$ cat src/sv/stack_register_vm_execute_unit_defines.svh
// assertion macros for the stack register vm execute unit
`ifndef STACK_REGISTER_VM_EXECUTE_UNIT_DEFINES_SVH
`define STACK_REGISTER_VM_EXECUTE_UNIT_DEFINES_SVH
`ifndef SYNTHESIS
// same-cycle implication on aclk, disabled in reset
`define SVM_ASSERT_IMPL(name, ante, cons) \
    name: assert property (@(posedge aclk) disable iff (!aresetn) (ante) |-> (cons)) \
        else $error("svm assertion failed");
// next-cycle implication on aclk, disabled in reset
`define SVM_ASSERT_NEXT(name, ante, cons) \
    name: assert property (@(posedge aclk) disable iff (!aresetn) (ante) |=> (cons)) \
        else $error("svm assertion failed");
`else
`define SVM_ASSERT_IMPL(name, ante, cons)
`define SVM_ASSERT_NEXT(name, ante, cons)
`endif
`endif

$ cat src/sv/svm_pkg.sv
// shared constants, opcodes and controller/datapath interface types
package svm_pkg;

    localparam int unsigned DATA_W   = 64;
    localparam int unsigned OP_W     = 5;
    localparam int unsigned PC_W     = 2;
    localparam int unsigned SEL_W    = 5;
    localparam int unsigned EP_W     = 16;
    localparam int unsigned RF_SLOTS = 20;

    // opcodes
    localparam logic [OP_W-1:0] OP_DEREF = 5'd0;
    localparam logic [OP_W-1:0] OP_JMP   = 5'd1;
    localparam logic [OP_W-1:0] OP_NOP   = 5'd2;
    localparam logic [OP_W-1:0] OP_JN    = 5'd3;
    localparam logic [OP_W-1:0] OP_PUSH  = 5'd4;
    localparam logic [OP_W-1:0] OP_POP   = 5'd5;
    localparam logic [OP_W-1:0] OP_MOV   = 5'd6;
    localparam logic [OP_W-1:0] OP_EXIT  = 5'd7;
    localparam logic [OP_W-1:0] OP_ADD   = 5'd8;
    localparam logic [OP_W-1:0] OP_SUB   = 5'd9;
    localparam logic [OP_W-1:0] OP_DIV   = 5'd10;
    localparam logic [OP_W-1:0] OP_MUL   = 5'd11;
    localparam logic [OP_W-1:0] OP_REM   = 5'd12;
    localparam logic [OP_W-1:0] OP_AND   = 5'd13;
    localparam logic [OP_W-1:0] OP_OR    = 5'd14;
    localparam logic [OP_W-1:0] OP_XOR   = 5'd15;
    localparam logic [OP_W-1:0] OP_NOT   = 5'd16;
    localparam logic [OP_W-1:0] OP_CMP   = 5'd17;
    localparam logic [OP_W-1:0] OP_CMPB  = 5'd18;

    // operand counts
    localparam logic [PC_W-1:0] PC_STACK = 2'd0;
    localparam logic [PC_W-1:0] PC_ONE   = 2'd1;
    localparam logic [PC_W-1:0] PC_TWO   = 2'd2;

    // operand selectors above the register range
    localparam logic [SEL_W-1:0] SEL_SP  = 5'd20;
    localparam logic [SEL_W-1:0] SEL_BP  = 5'd21;
    localparam logic [SEL_W-1:0] SEL_IMM = 5'd22;

    typedef enum logic [1:0] {ADDR_SP, ADDR_SP1, ADDR_RDATA, ADDR_X} addr_sel_t;
    typedef enum logic [1:0] {WD_X, WD_RDATA, WD_ALU} wdata_sel_t;
    typedef enum logic [1:0] {OW_RDATA, OW_Y, OW_ALU} opw_sel_t;
    typedef enum logic [1:0] {MUL_NONE, MUL_LL, MUL_LH, MUL_HL} mul_step_t;

    typedef struct packed {
        logic       ld_instr;
        logic       clr_fault;
        logic       ld_x_op1;
        logic       ld_y_op2;
        logic       ld_x_rdata;
        logic       ld_y_rdata;
        logic       mem_rd;
        logic       rd_fault_en;
        addr_sel_t  rd_addr;
        logic       mem_wr;
        addr_sel_t  wr_addr;
        wdata_sel_t wr_data;
        logic       sp_dec;
        logic       sp_inc;
        logic       opw;
        opw_sel_t   opw_data;
        logic       jump;
        logic       ip_inc;
        logic       set_halt;
        logic       div_start;
        mul_step_t  mul_step;
        logic       alu_wb;
        logic       ld_out;
    } cmd_t;

    typedef struct packed {
        logic clear_done;
        logic halted;
        logic cr_zero;
        logic y_zero;
        logic div_done;
        logic out_free;
    } status_t;

endpackage

$ cat src/sv/svm_ctrl.sv
// controller: sequences each instruction as datapath micro-steps
module svm_ctrl (
    input  logic                       aclk,
    input  logic                       aresetn,
    input  logic                       s_valid,
    output logic                       s_ready,
    input  logic [svm_pkg::OP_W-1:0]   s_op,
    input  logic [svm_pkg::PC_W-1:0]   s_param_count,
    input  svm_pkg::status_t           status,
    output svm_pkg::cmd_t              cmd
);

    typedef enum logic [3:0] {
        ST_IDLE, ST_DEC, ST_P1, ST_P2, ST_P3, ST_EXEC, ST_MUL0, ST_MUL1, ST_MUL2,
        ST_DIVW, ST_WB, ST_FIN, ST_TOP, ST_OUT
    } state_t;

    state_t                   state_reg;
    state_t                   state_next;
    logic [svm_pkg::OP_W-1:0] op_reg;
    logic [svm_pkg::PC_W-1:0] pc_reg;

    assign s_ready = (state_reg == ST_IDLE) && status.clear_done;

    // state and latched opcode
    always_ff @(posedge aclk) begin
        if (!aresetn) begin
            state_reg <= ST_IDLE;
            op_reg    <= '0;
            pc_reg    <= '0;
        end else begin
            state_reg <= state_next;
            if (s_valid && s_ready) begin
                op_reg <= s_op;
                pc_reg <= s_param_count;
            end
        end
    end

    // micro-step decode
    always_comb begin
        cmd        = '0;
        state_next = state_reg;
        case (state_reg)
            ST_IDLE: begin
                if (s_valid && s_ready) begin
                    cmd.ld_instr = 1'b1;
                    state_next   = ST_DEC;
                end
            end
            ST_DEC: begin
                cmd.clr_fault = 1'b1;
                state_next    = status.halted ? ST_TOP : ST_P1;
            end
            ST_P1: begin
                state_next = ST_FIN;
                case (op_reg)
                    svm_pkg::OP_DEREF: begin
                        cmd.mem_rd      = 1'b1;
                        cmd.rd_fault_en = 1'b1;
                        cmd.rd_addr     = svm_pkg::ADDR_SP;
                        state_next      = ST_P2;
                    end
                    svm_pkg::OP_JMP, svm_pkg::OP_JN: begin
                        cmd.ld_x_op1 = 1'b1;
                        state_next   = ST_P2;
                    end
                    svm_pkg::OP_PUSH: begin
                        cmd.sp_dec = 1'b1;
                        state_next = ST_P2;
                    end
                    svm_pkg::OP_POP: begin
                        if (pc_reg == svm_pkg::PC_ONE) begin
                            cmd.mem_rd      = 1'b1;
                            cmd.rd_fault_en = 1'b1;
                            cmd.rd_addr     = svm_pkg::ADDR_SP;
                        end
                        state_next = ST_P2;
                    end
                    svm_pkg::OP_MOV: begin
                        if (pc_reg == svm_pkg::PC_TWO) begin
                            cmd.ld_y_op2 = 1'b1;
                            state_next   = ST_P2;
                        end else if (pc_reg == svm_pkg::PC_STACK) begin
                            cmd.mem_rd      = 1'b1;
                            cmd.rd_fault_en = 1'b1;
                            cmd.rd_addr     = svm_pkg::ADDR_SP1;
                            state_next      = ST_P2;
                        end
                    end
                    svm_pkg::OP_EXIT: begin
                        cmd.set_halt = 1'b1;
                        state_next   = ST_TOP;
                    end
                    svm_pkg::OP_ADD, svm_pkg::OP_SUB, svm_pkg::OP_DIV, svm_pkg::OP_MUL,
                    svm_pkg::OP_REM, svm_pkg::OP_AND, svm_pkg::OP_OR, svm_pkg::OP_XOR,
                    svm_pkg::OP_NOT, svm_pkg::OP_CMP, svm_pkg::OP_CMPB: begin
                        if (pc_reg == svm_pkg::PC_STACK) begin
                            cmd.mem_rd      = 1'b1;
                            cmd.rd_fault_en = 1'b1;
                            cmd.rd_addr     = svm_pkg::ADDR_SP1;
                            state_next      = ST_P2;
                        end else if (pc_reg == svm_pkg::PC_TWO) begin
                            cmd.ld_x_op1 = 1'b1;
                            cmd.ld_y_op2 = 1'b1;
                            state_next   = ST_EXEC;
                        end
                    end
                    default: ;
                endcase
            end
            ST_P2: begin
                state_next = ST_FIN;
                case (op_reg)
                    svm_pkg::OP_DEREF: begin
                        cmd.mem_rd      = 1'b1;
                        cmd.rd_fault_en = 1'b1;
                        cmd.rd_addr     = svm_pkg::ADDR_RDATA;
                        state_next      = ST_P3;
                    end
                    svm_pkg::OP_JMP: begin
                        cmd.jump = 1'b1;
                    end
                    svm_pkg::OP_JN: begin
                        cmd.jump = status.cr_zero;
                    end
                    svm_pkg::OP_PUSH: begin
                        cmd.ld_x_op1 = 1'b1;
                        state_next   = ST_P3;
                    end
                    svm_pkg::OP_POP: begin
                        if (pc_reg == svm_pkg::PC_ONE) begin
                            cmd.opw      = 1'b1;
                            cmd.opw_data = svm_pkg::OW_RDATA;
                        end
                        state_next = ST_P3;
                    end
                    svm_pkg::OP_MOV: begin
                        if (pc_reg == svm_pkg::PC_TWO) begin
                            cmd.opw      = 1'b1;
                            cmd.opw_data = svm_pkg::OW_Y;
                        end else begin
                            cmd.mem_rd      = 1'b1;
                            cmd.rd_fault_en = 1'b1;
                            cmd.rd_addr     = svm_pkg::ADDR_SP;
                            cmd.ld_x_rdata  = 1'b1;
                            state_next      = ST_P3;
                        end
                    end
                    default: begin
                        // stack-form alu: second read, keep first word
                        cmd.mem_rd      = 1'b1;
                        cmd.rd_fault_en = 1'b1;
                        cmd.rd_addr     = svm_pkg::ADDR_SP;
                        cmd.ld_x_rdata  = 1'b1;
                        state_next      = ST_P3;
                    end
                endcase
            end
            ST_P3: begin
                state_next = ST_FIN;
                case (op_reg)
                    svm_pkg::OP_DEREF: begin
                        cmd.mem_wr  = 1'b1;
                        cmd.wr_addr = svm_pkg::ADDR_SP;
                        cmd.wr_data = svm_pkg::WD_RDATA;
                    end
                    svm_pkg::OP_PUSH: begin
                        if (pc_reg == svm_pkg::PC_ONE) begin
                            cmd.mem_wr  = 1'b1;
                            cmd.wr_addr = svm_pkg::ADDR_SP;
                            cmd.wr_data = svm_pkg::WD_X;
                        end
                    end
                    svm_pkg::OP_POP: begin
                        cmd.sp_inc = 1'b1;
                    end
                    svm_pkg::OP_MOV: begin
                        cmd.mem_wr  = 1'b1;
                        cmd.wr_addr = svm_pkg::ADDR_X;
                        cmd.wr_data = svm_pkg::WD_RDATA;
                        cmd.sp_inc  = 1'b1;
                    end
                    default: begin
                        cmd.ld_y_rdata = 1'b1;
                        state_next     = ST_EXEC;
                    end
                endcase
            end
            ST_EXEC: begin
                if (op_reg == svm_pkg::OP_MUL) begin
                    state_next = ST_MUL0;
                end else if (((op_reg == svm_pkg::OP_DIV) || (op_reg == svm_pkg::OP_REM))
                             && !status.y_zero) begin
                    cmd.div_start = 1'b1;
                    state_next    = ST_DIVW;
                end else begin
                    state_next = ST_WB;
                end
            end
            ST_MUL0: begin
                cmd.mul_step = svm_pkg::MUL_LL;
                state_next   = ST_MUL1;
            end
            ST_MUL1: begin
                cmd.mul_step = svm_pkg::MUL_LH;
                state_next   = ST_MUL2;
            end
            ST_MUL2: begin
                cmd.mul_step = svm_pkg::MUL_HL;
                state_next   = ST_WB;
            end
            ST_DIVW: begin
                if (status.div_done) begin
                    state_next = ST_WB;
                end
            end
            ST_WB: begin
                cmd.alu_wb = 1'b1;
                if (pc_reg == svm_pkg::PC_STACK) begin
                    cmd.mem_wr  = 1'b1;
                    cmd.wr_addr = svm_pkg::ADDR_SP1;
                    cmd.wr_data = svm_pkg::WD_ALU;
                    cmd.sp_inc  = 1'b1;
                end else begin
                    cmd.opw      = 1'b1;
                    cmd.opw_data = svm_pkg::OW_ALU;
                end
                state_next = ST_FIN;
            end
            ST_FIN: begin
                cmd.ip_inc = 1'b1;
                state_next = ST_TOP;
            end
            ST_TOP: begin
                // top-of-stack read for the result, no fault
                cmd.mem_rd  = 1'b1;
                cmd.rd_addr = svm_pkg::ADDR_SP;
                state_next  = ST_OUT;
            end
            ST_OUT: begin
                if (status.out_free) begin
                    cmd.ld_out = 1'b1;
                    state_next = ST_IDLE;
                end
            end
            default: state_next = ST_IDLE;
        endcase
    end

endmodule

$ cat config.mk
export PLATFORM = sky130hd
export DESIGN_NAME = svm_ctrl
export DESIGN_NICKNAME = d
export VERILOG_FILES = /design/src/sv/stack_register_vm_execute_unit_defines.svh /design/src/sv/svm_pkg.sv /design/src/sv/svm_ctrl.sv
export SDC_FILE = /design/constraint.sdc
export NUM_CORES = 1
export LEC_CHECK = 0
export BUFFER_PORTS_ARGS = -buffer_cell sky130_fd_sc_hd__buf_2
export CAP_MARGIN = 20
export CORE_ASPECT_RATIO = 1.2
export CORE_MARGIN = 1
export CORE_UTILIZATION = 48
export DETAILED_ROUTE_END_ITERATION = 8
export GPL_ROUTABILITY_DRIVEN = 0
export PLACE_DENSITY = 0.85
export SETUP_SLACK_MARGIN = 0.02
export SLEW_MARGIN = 10
export SYNTH_ARGS = -nofsm -noshare
export SYNTH_HDL_FRONTEND = slang
export SYNTH_SLANG_ARGS = --single-unit
$ cat constraint.sdc
create_clock -name aclk -period 2.05 [get_ports aclk]
set_input_delay 0.1025 -clock aclk [delete_from_list [all_inputs] [get_ports aclk]]
set_output_delay 0.1025 -clock aclk [all_outputs]
set_load 0.01 [all_outputs]
==> results.txt, run 1 <==
Total wire length -> 4188 um
Critical setup path kind -> flip-flop to primary output
Post-DP HPWL -> 3119 um
Worst Path Arrival -> 1890 ps
IO Pins -> 45
Met2 usage -> 50.77%
Worst Path Required -> 1950 ps
Syn nets -> 220
Die extent in y -> 59.20 um
CTS Buf Count -> 3
Starting DRT DRC Count -> 134
Max-slew headroom -> 71.85%
Routed Antenna Nets -> 0
Syn Inst Count -> 204
Row cnt -> 20
Die width -> 49.67 um
Max FFs per register -> 5
Ys async rst share -> 0%
Worst Hold Class -> input port to flip-flop
Net Sw Power -> 0.0006985 W
CTS clk-pin slew, worst paths -> 80 ps
Port buffer count -> 44
Final Skew -> 3.155 ps
Worst Path Max Fanout -> 8
Via count -> 1699
Seq/Total Area, Yosys -> 16.83%
Crit. End Element -> primary output
Worst hold slack -> 32.01 ps
Fin. Hold Viols -> 0
Seq pwr share -> 24.7%
DRT Pass-1 Iters -> 5
Final Critical Period -> 1988 ps
Unique masters post-synth -> 48
Status -> complete, no violations
Syn. warnings -> 0
Post-CTS Setup Bufs -> 0
Switching share of power -> 49.27%
TNS Setup -> 0 ps
# DRC -> 0
Max cap viols -> 0
Die ar. -> 2940 um^2
Pwr dens -> 865.0 nW/um^2
First-pass GRT wire length -> 6410 um
Critical path startpoint category -> flip-flop
Initial antenna violation count -> 0
RSZ-0062 raised after global routing -> false
CTS Buffer Depth -> 2
GRT Overall Usage -> 28.68%
CTS Hold Bufs -> 0
Core outline area -> 2552 um^2
N_diodes -> 0
Final setup vio count -> 0
CTS tree -> done
Syn Area/Cell -> 6.415 um^2
GR Layer Usage met3 -> 2.821%
Clock Sinks -> 11
Clk Latency, worst-skew pair -> 290 ps
Vias in the first global route -> 1440
Internal cell power -> 0.0007193 W
Leakage power -> 0.7617 nW
Share of cells above drive strength 1 -> 30.77%
Nets@finish -> 264
Final Max Tran Viols -> 0
Synth Flop Type -> dfxtp_1
Layout area overhead -> 25.24%
DR WL/cell -> 14.96 um
GR Util met1 -> 33.85%
Clock share of power -> 11.5%
Worst-Margin Slew -> 421.4 ps
H-tree depth -> 1
Final worst-path cycle share -> 96.96%
Mapped Area -> 1309 um^2
Post-synth EDFFs -> 0
GRT busiest layer -> met2
Initial core utilization -> 51.27%
Gate power share -> 63.8%
Via density -> 6.068
CTS root buf -> clkbuf_4
Fillers -> 254
Synth Register Bits -> 11
GRT overflow -> 0
Largest net degree at the start of global routing -> 18
Fmax -> 503.1 MHz
Peak supply drop -> 0.5458 mV
## power groups by stage
| stage | registers [W] | clock network (W) | logic, W |
|---|---|---|---|
| 2_1_floorplan | 0.000281 | 0 | 0.000669 |
| 3_3_place_gp | 0.000339 | 0 | 0.000855 |
| 3_5_place_dp | 0.000342 | 0 | 0.000869 |
| 4_1_cts | 0.000339 | 0.000164 | 0.000874 |
| 5_1_grt | 0.000357 | 0.000181 | 0.000979 |
| 6_report | 0.000350 | 0.000162 | 0.000905 |
## cell type report
cell class	count	area, um^2	area share, %
multi-input combinational	167	989.7	60.38
inverter	7	26.28	1.603
tap	33	41.29	2.519
sequential	11	229.0	13.97
clock buffer	3	22.52	1.374
clock inverter	1	5.005	0.3053
timing repair buffer	58	325.3	19.85
## worst max-delay path: stages, from the launching register on
cell	delay, ps
dfxtp_1	360
buf_4	180
nor2_1	280
nand2_1	190
a21oi_1	260
o21bai_1	170
buf_2	160
## stage by stage
step           cells  worst slack [ps]  area (um^2)  total power [W]  utilization (%)
2_1_floorplan    204             391.9         1309        0.0009506                -
3_3_place_gp     276             272.5         1589         0.001193            62.25
3_5_place_dp     276             190.8         1589         0.001211            62.25
4_1_cts          280             50.93         1622         0.001378            63.53
5_1_grt          280            0.2527         1639         0.001518            64.22
6_report         280             62.22         1639         0.001418            64.22
## layout by cell type, fill, tap and decap left out, types with 6 or more instances in the layout
| master | n |
|---|---|
| a21oi_1 | 14 |
| buf_2 | 44 |
| buf_4 | 14 |
| dfxtp_1 | 6 |
| inv_1 | 7 |
| nand2_1 | 19 |
| nand2b_1 | 7 |
| nand3_1 | 6 |
| nor2_1 | 31 |
| nor2b_1 | 9 |
| o21ai_0 | 11 |
## Yosys cell counts, drive strengths merged, types with 2 or more instances
cell     instances  share of area, %
nor3             6               2.7
o21ai           12               4.6
a221oi           2               1.3
inv              7               2.0
a21o             2               1.1
a32oi            2               1.3
nand3            6               2.3
or2              3               1.4
dfxtp           11                17
clkbuf           8               2.3
a211oi           2               1.1
buf             11               4.3
o211ai           2               1.1
xor2             2               1.3
a21oi           14               5.4
nor2            32               9.2
o22ai            3               1.4
a31oi            2              0.96
or4b             2               1.5
o311a            3               2.3
nor4             2              0.96
nand2           20               5.9
o21bai           3               1.7
nand3b           4               2.3
mux2i            5               3.8
nor2b           12               5.9
nand2b           7               3.3
a21boi           2               1.1
a31o             2               1.3
a2111oi          2               1.3
or3              2              0.96
## final timing paths
path | from | slack (ps) | cells past startpoint | to
setup / recovery | state_reg[1]$_SDFFE_PN0P_ | 60 | 6 | cmd[17]
hold / removal | s_param_count[0] | 30 | 3 | pc_reg[0]$_SDFFE_PN0P_
setup reg to reg | pc_reg[0]$_SDFFE_PN0P_ | 280 | 5 | state_reg[1]$_SDFFE_PN0P_
hold reg to reg | op_reg[1]$_SDFFE_PN0P_ | 570 | 2 | op_reg[1]$_SDFFE_PN0P_
## kinds of logic (layout without fill, tap and decap cells)
logic type,Yosys count,count (layout),synth area share [%]
flops,11,11,16.83
buf+inv,26,69,8.604
mux,5,5,3.824
xor+xnor,2,2,1.339
simple gates,101,101,39.29
compound gates,59,59,30.11
## per-layer routing
metal | vias to the layer above | wire (um)
met5 | - | 0
met4 | 0 | 135
met3 | 17 | 396
met2 | 118 | 2023
met1 | 753 | 1634
li1 | 811 | -
## repair_timing
item | in CTS | in global routing
resized for setup | 3 | 8
endpoints found under the setup margin | 3 | 11
pin swaps | 0 | 1
Note: power is estimated with default switching activity, not from simulation.
==> run 2, diff against run 1 <==
--- a/config.mk
+++ b/config.mk
@@ -7,12 +7,14 @@
 export LEC_CHECK = 0
 export BUFFER_PORTS_ARGS = -buffer_cell sky130_fd_sc_hd__buf_2
 export CAP_MARGIN = 20
+export CELL_PAD_IN_SITES_DETAIL_PLACEMENT = 1
+export CELL_PAD_IN_SITES_GLOBAL_PLACEMENT = 1
 export CORE_ASPECT_RATIO = 1.2
 export CORE_MARGIN = 1
-export CORE_UTILIZATION = 48
+export CORE_UTILIZATION = 34
 export DETAILED_ROUTE_END_ITERATION = 8
 export GPL_ROUTABILITY_DRIVEN = 0
-export PLACE_DENSITY = 0.85
+export PLACE_DENSITY = 0.88
 export SETUP_SLACK_MARGIN = 0.02
 export SLEW_MARGIN = 10
 export SYNTH_ARGS = -nofsm -noshare
==> results.txt, run 2 (synthesis results as in run 1) <==
Status -> complete, no violations
Largest net degree at the start of global routing -> 18 (unchanged)
Worst Hold Class -> input port to flip-flop
Layout Utilization -> 46.48% (-18 points)
Worst Path Arrival -> 1870 ps (-20 ps)
Total wire length -> 4698 um (+12%)
Final setup vio count -> 0 (unchanged)
Worst-Margin Slew -> 421.8 ps (+0.3716 ps)
Worst Path Required -> 1950 ps (about the same)
Slowest CP cell -> a2111oi_4
CP cell instances -> buf_4 > nor2_1 > nand2_1 > a2111oi_4 > o211ai_1 > nand3_1 > buf_2
Leakage power -> 0.7705 nW (+1.2%)
Final Max Tran Viols -> 0 (unchanged)
CTS root buf -> clkbuf_8
Nets@finish -> 264 (unchanged)
CTS tree -> done
DRT Pass-1 Iters -> 4 (-1)
Share of cells above drive strength 1 -> 31.58% (+0.81 points)
Pwr dens -> 889.9 nW/um^2 (+2.9%)
N_diodes -> 0 (unchanged)
Worst setup margin -> 77.11 ps (+14.89 ps)
Die ar. -> 4102 um^2 (+40%)
Inst Count DP -> 295 (+6.9%)
Worst Setup SP -> op_reg[2]$_SDFFE_PN0P_
IO Pins -> 45 (unchanged)
Peak supply drop -> 0.4169 mV (-24%)
Fin. Hold Viols -> 0 (unchanged)
Row cnt -> 24 (+20%)
Critical setup path kind -> flip-flop to primary output
Final Critical Period -> 1973 ps (-14.89 ps)
Cell Count, Final, Fillers Out -> 299 (+6.8%)
CTS Buf Count -> 3 (unchanged)
Final worst-path cycle share -> 96.24% (-0.73 points)
Max cap viols -> 0 (unchanged)
Fmax -> 506.9 MHz (+0.75%)
H-tree depth -> 1 (unchanged)
Clock share of power -> 15.0% (+3.5 points)
Most common cell after layout, fill and taps aside -> buf_2
GRT busiest layer -> met2
Post-DP HPWL -> 3604 um (+16%)
Via density -> 5.609 (-7.6%)
First-pass GRT wire length -> 7866 um (+23%)
Clock Sinks -> 11 (unchanged)
GR Util met1 -> 31.14% (-2.7 points)
Die width -> 58.64 um (+18%)
Vias in the first global route -> 1655 (+15%)
Routed Antenna Nets -> 0 (unchanged)
CTS clk-pin slew, worst paths -> 60 ps (-20 ps)
Port buffer count -> 44 (unchanged)
Gate power share -> 61.2% (-2.6 points)
Max-slew headroom -> 71.15% (-0.69 points)
Internal cell power -> 0.0007938 W (+10%)
Dpl ws -> 227.4 ps (+36.55 ps)
Die extent in y -> 69.97 um (+18%)
CTS Buffer Depth -> 2 (unchanged)
Most frequent cells in the layout -> 44 x buf_2, 31 x nor2_1, 19 x nand2_1
CTS Hold Bufs -> 0 (unchanged)
RSZ-0062 raised after global routing -> true
Crit-path max cell delay -> 380 ps (+20 ps)
Max FFs per register -> 5 (unchanged)
Worst hold slack -> 80.05 ps (+48.04 ps)
R2r setup slk -> 210 ps (-70 ps)
Via count -> 1677 (-1.3%)
Layout area overhead -> 30.11%
GR Layer Usage met3 -> 1.852% (-0.97 points)
Clk Latency, worst-skew pair -> 250 ps (-40 ps)
GRT Overall Usage -> 24.27% (-4.4 points)
# DRC -> 0 (unchanged)
DR WL/cell -> 15.71 um (+5.0%)
Critical path startpoint category -> flip-flop
Initial antenna violation count -> 0 (unchanged)
RR Startpoint -> op_reg[1]$_SDFFE_PN0P_
Net Sw Power -> 0.0007216 W (+3.3%)
Switching share of power -> 47.62% (-1.6 points)
Initial core utilization -> 35.72% (-16 points)
Core outline area -> 3664 um^2 (+44%)
Seq pwr share -> 23.8% (-0.9 points)
Crit. End Element -> primary output
Met2 usage -> 41.38% (-9.4 points)
Worst Path Max Fanout -> 10 (+2)
Final Skew -> 6.288 ps (+3.133 ps)
Starting DRT DRC Count -> 62 (-54%)
Hold path start -> s_op[0]
GRT overflow -> 0 (unchanged)
==> run 2: path summary, 6_finish.rpt <==
kind	cells past startpoint	endpoint
worst max-delay path	7	cmd[21]
worst max register to register	5	state_reg[3]$_SDFFE_PN0P_
worst min register to register	2	op_reg[2]$_SDFFE_PN0P_
worst min-delay path	3	op_reg[0]$_SDFFE_PN0P_
==> run 2: power by group through the flow <==
| stage | sequential (W) | combinational, W | clock, W |
|---|---|---|---|
| 2_1_floorplan | 0.000281 | 0.000669 | 0 |
| 3_3_place_gp | 0.000339 | 0.000864 | 0 |
| 3_5_place_dp | 0.000346 | 0.000885 | 0 |
| 4_1_cts | 0.000344 | 0.000894 | 0.000230 |
| 5_1_grt | 0.000366 | 0.00101 | 0.000244 |
| 6_report | 0.000361 | 0.000927 | 0.000228 |
==> run 2: cell type report <==
cell class,instances,area [um^2]
Fill cell,507,1961
Multi-Input combinational cell,167,1015
Timing Repair Buffer,58,325.3
Sequential cell,11,226.5
Tap cell,52,65.06
Clock buffer,4,45.04
Inverter,7,26.28
==> run 2: what timing repair did <==
item                                    in CTS  in global routing
resized for setup                            2                 12
cloned                                       0                  0
setup buffers                                0                  0
endpoints found under the setup margin       4                  5
==> run 2: layer usage <==
metal	part of all wire (%)	routed length, um
met1	43	2012
met5	0	0
met2	51	2414
met3	3.4	161
met4	2.3	110
==> run 2: critical path: cells and delay by family, from the launching register on <==
| kind | cells | cell delay (ps) |
|---|---|---|
| AOI/OAI and AO/OA | 2 | 560 |
| and+or+nand+nor | 3 | 420 |
| DFF | 1 | 350 |
| buffers and inverters | 2 | 310 |
==> run 2: through the flow <==
step           setup TNS (ps)  instance area [um^2]  total power, W
6_report                    0                  1703        0.001515
3_5_place_dp                0                  1613        0.001232
4_1_cts                     0                  1660        0.001468
5_1_grt                -7.100                  1703        0.001623
3_3_place_gp                0                  1613        0.001203
2_1_floorplan               0                  1309       0.0009506
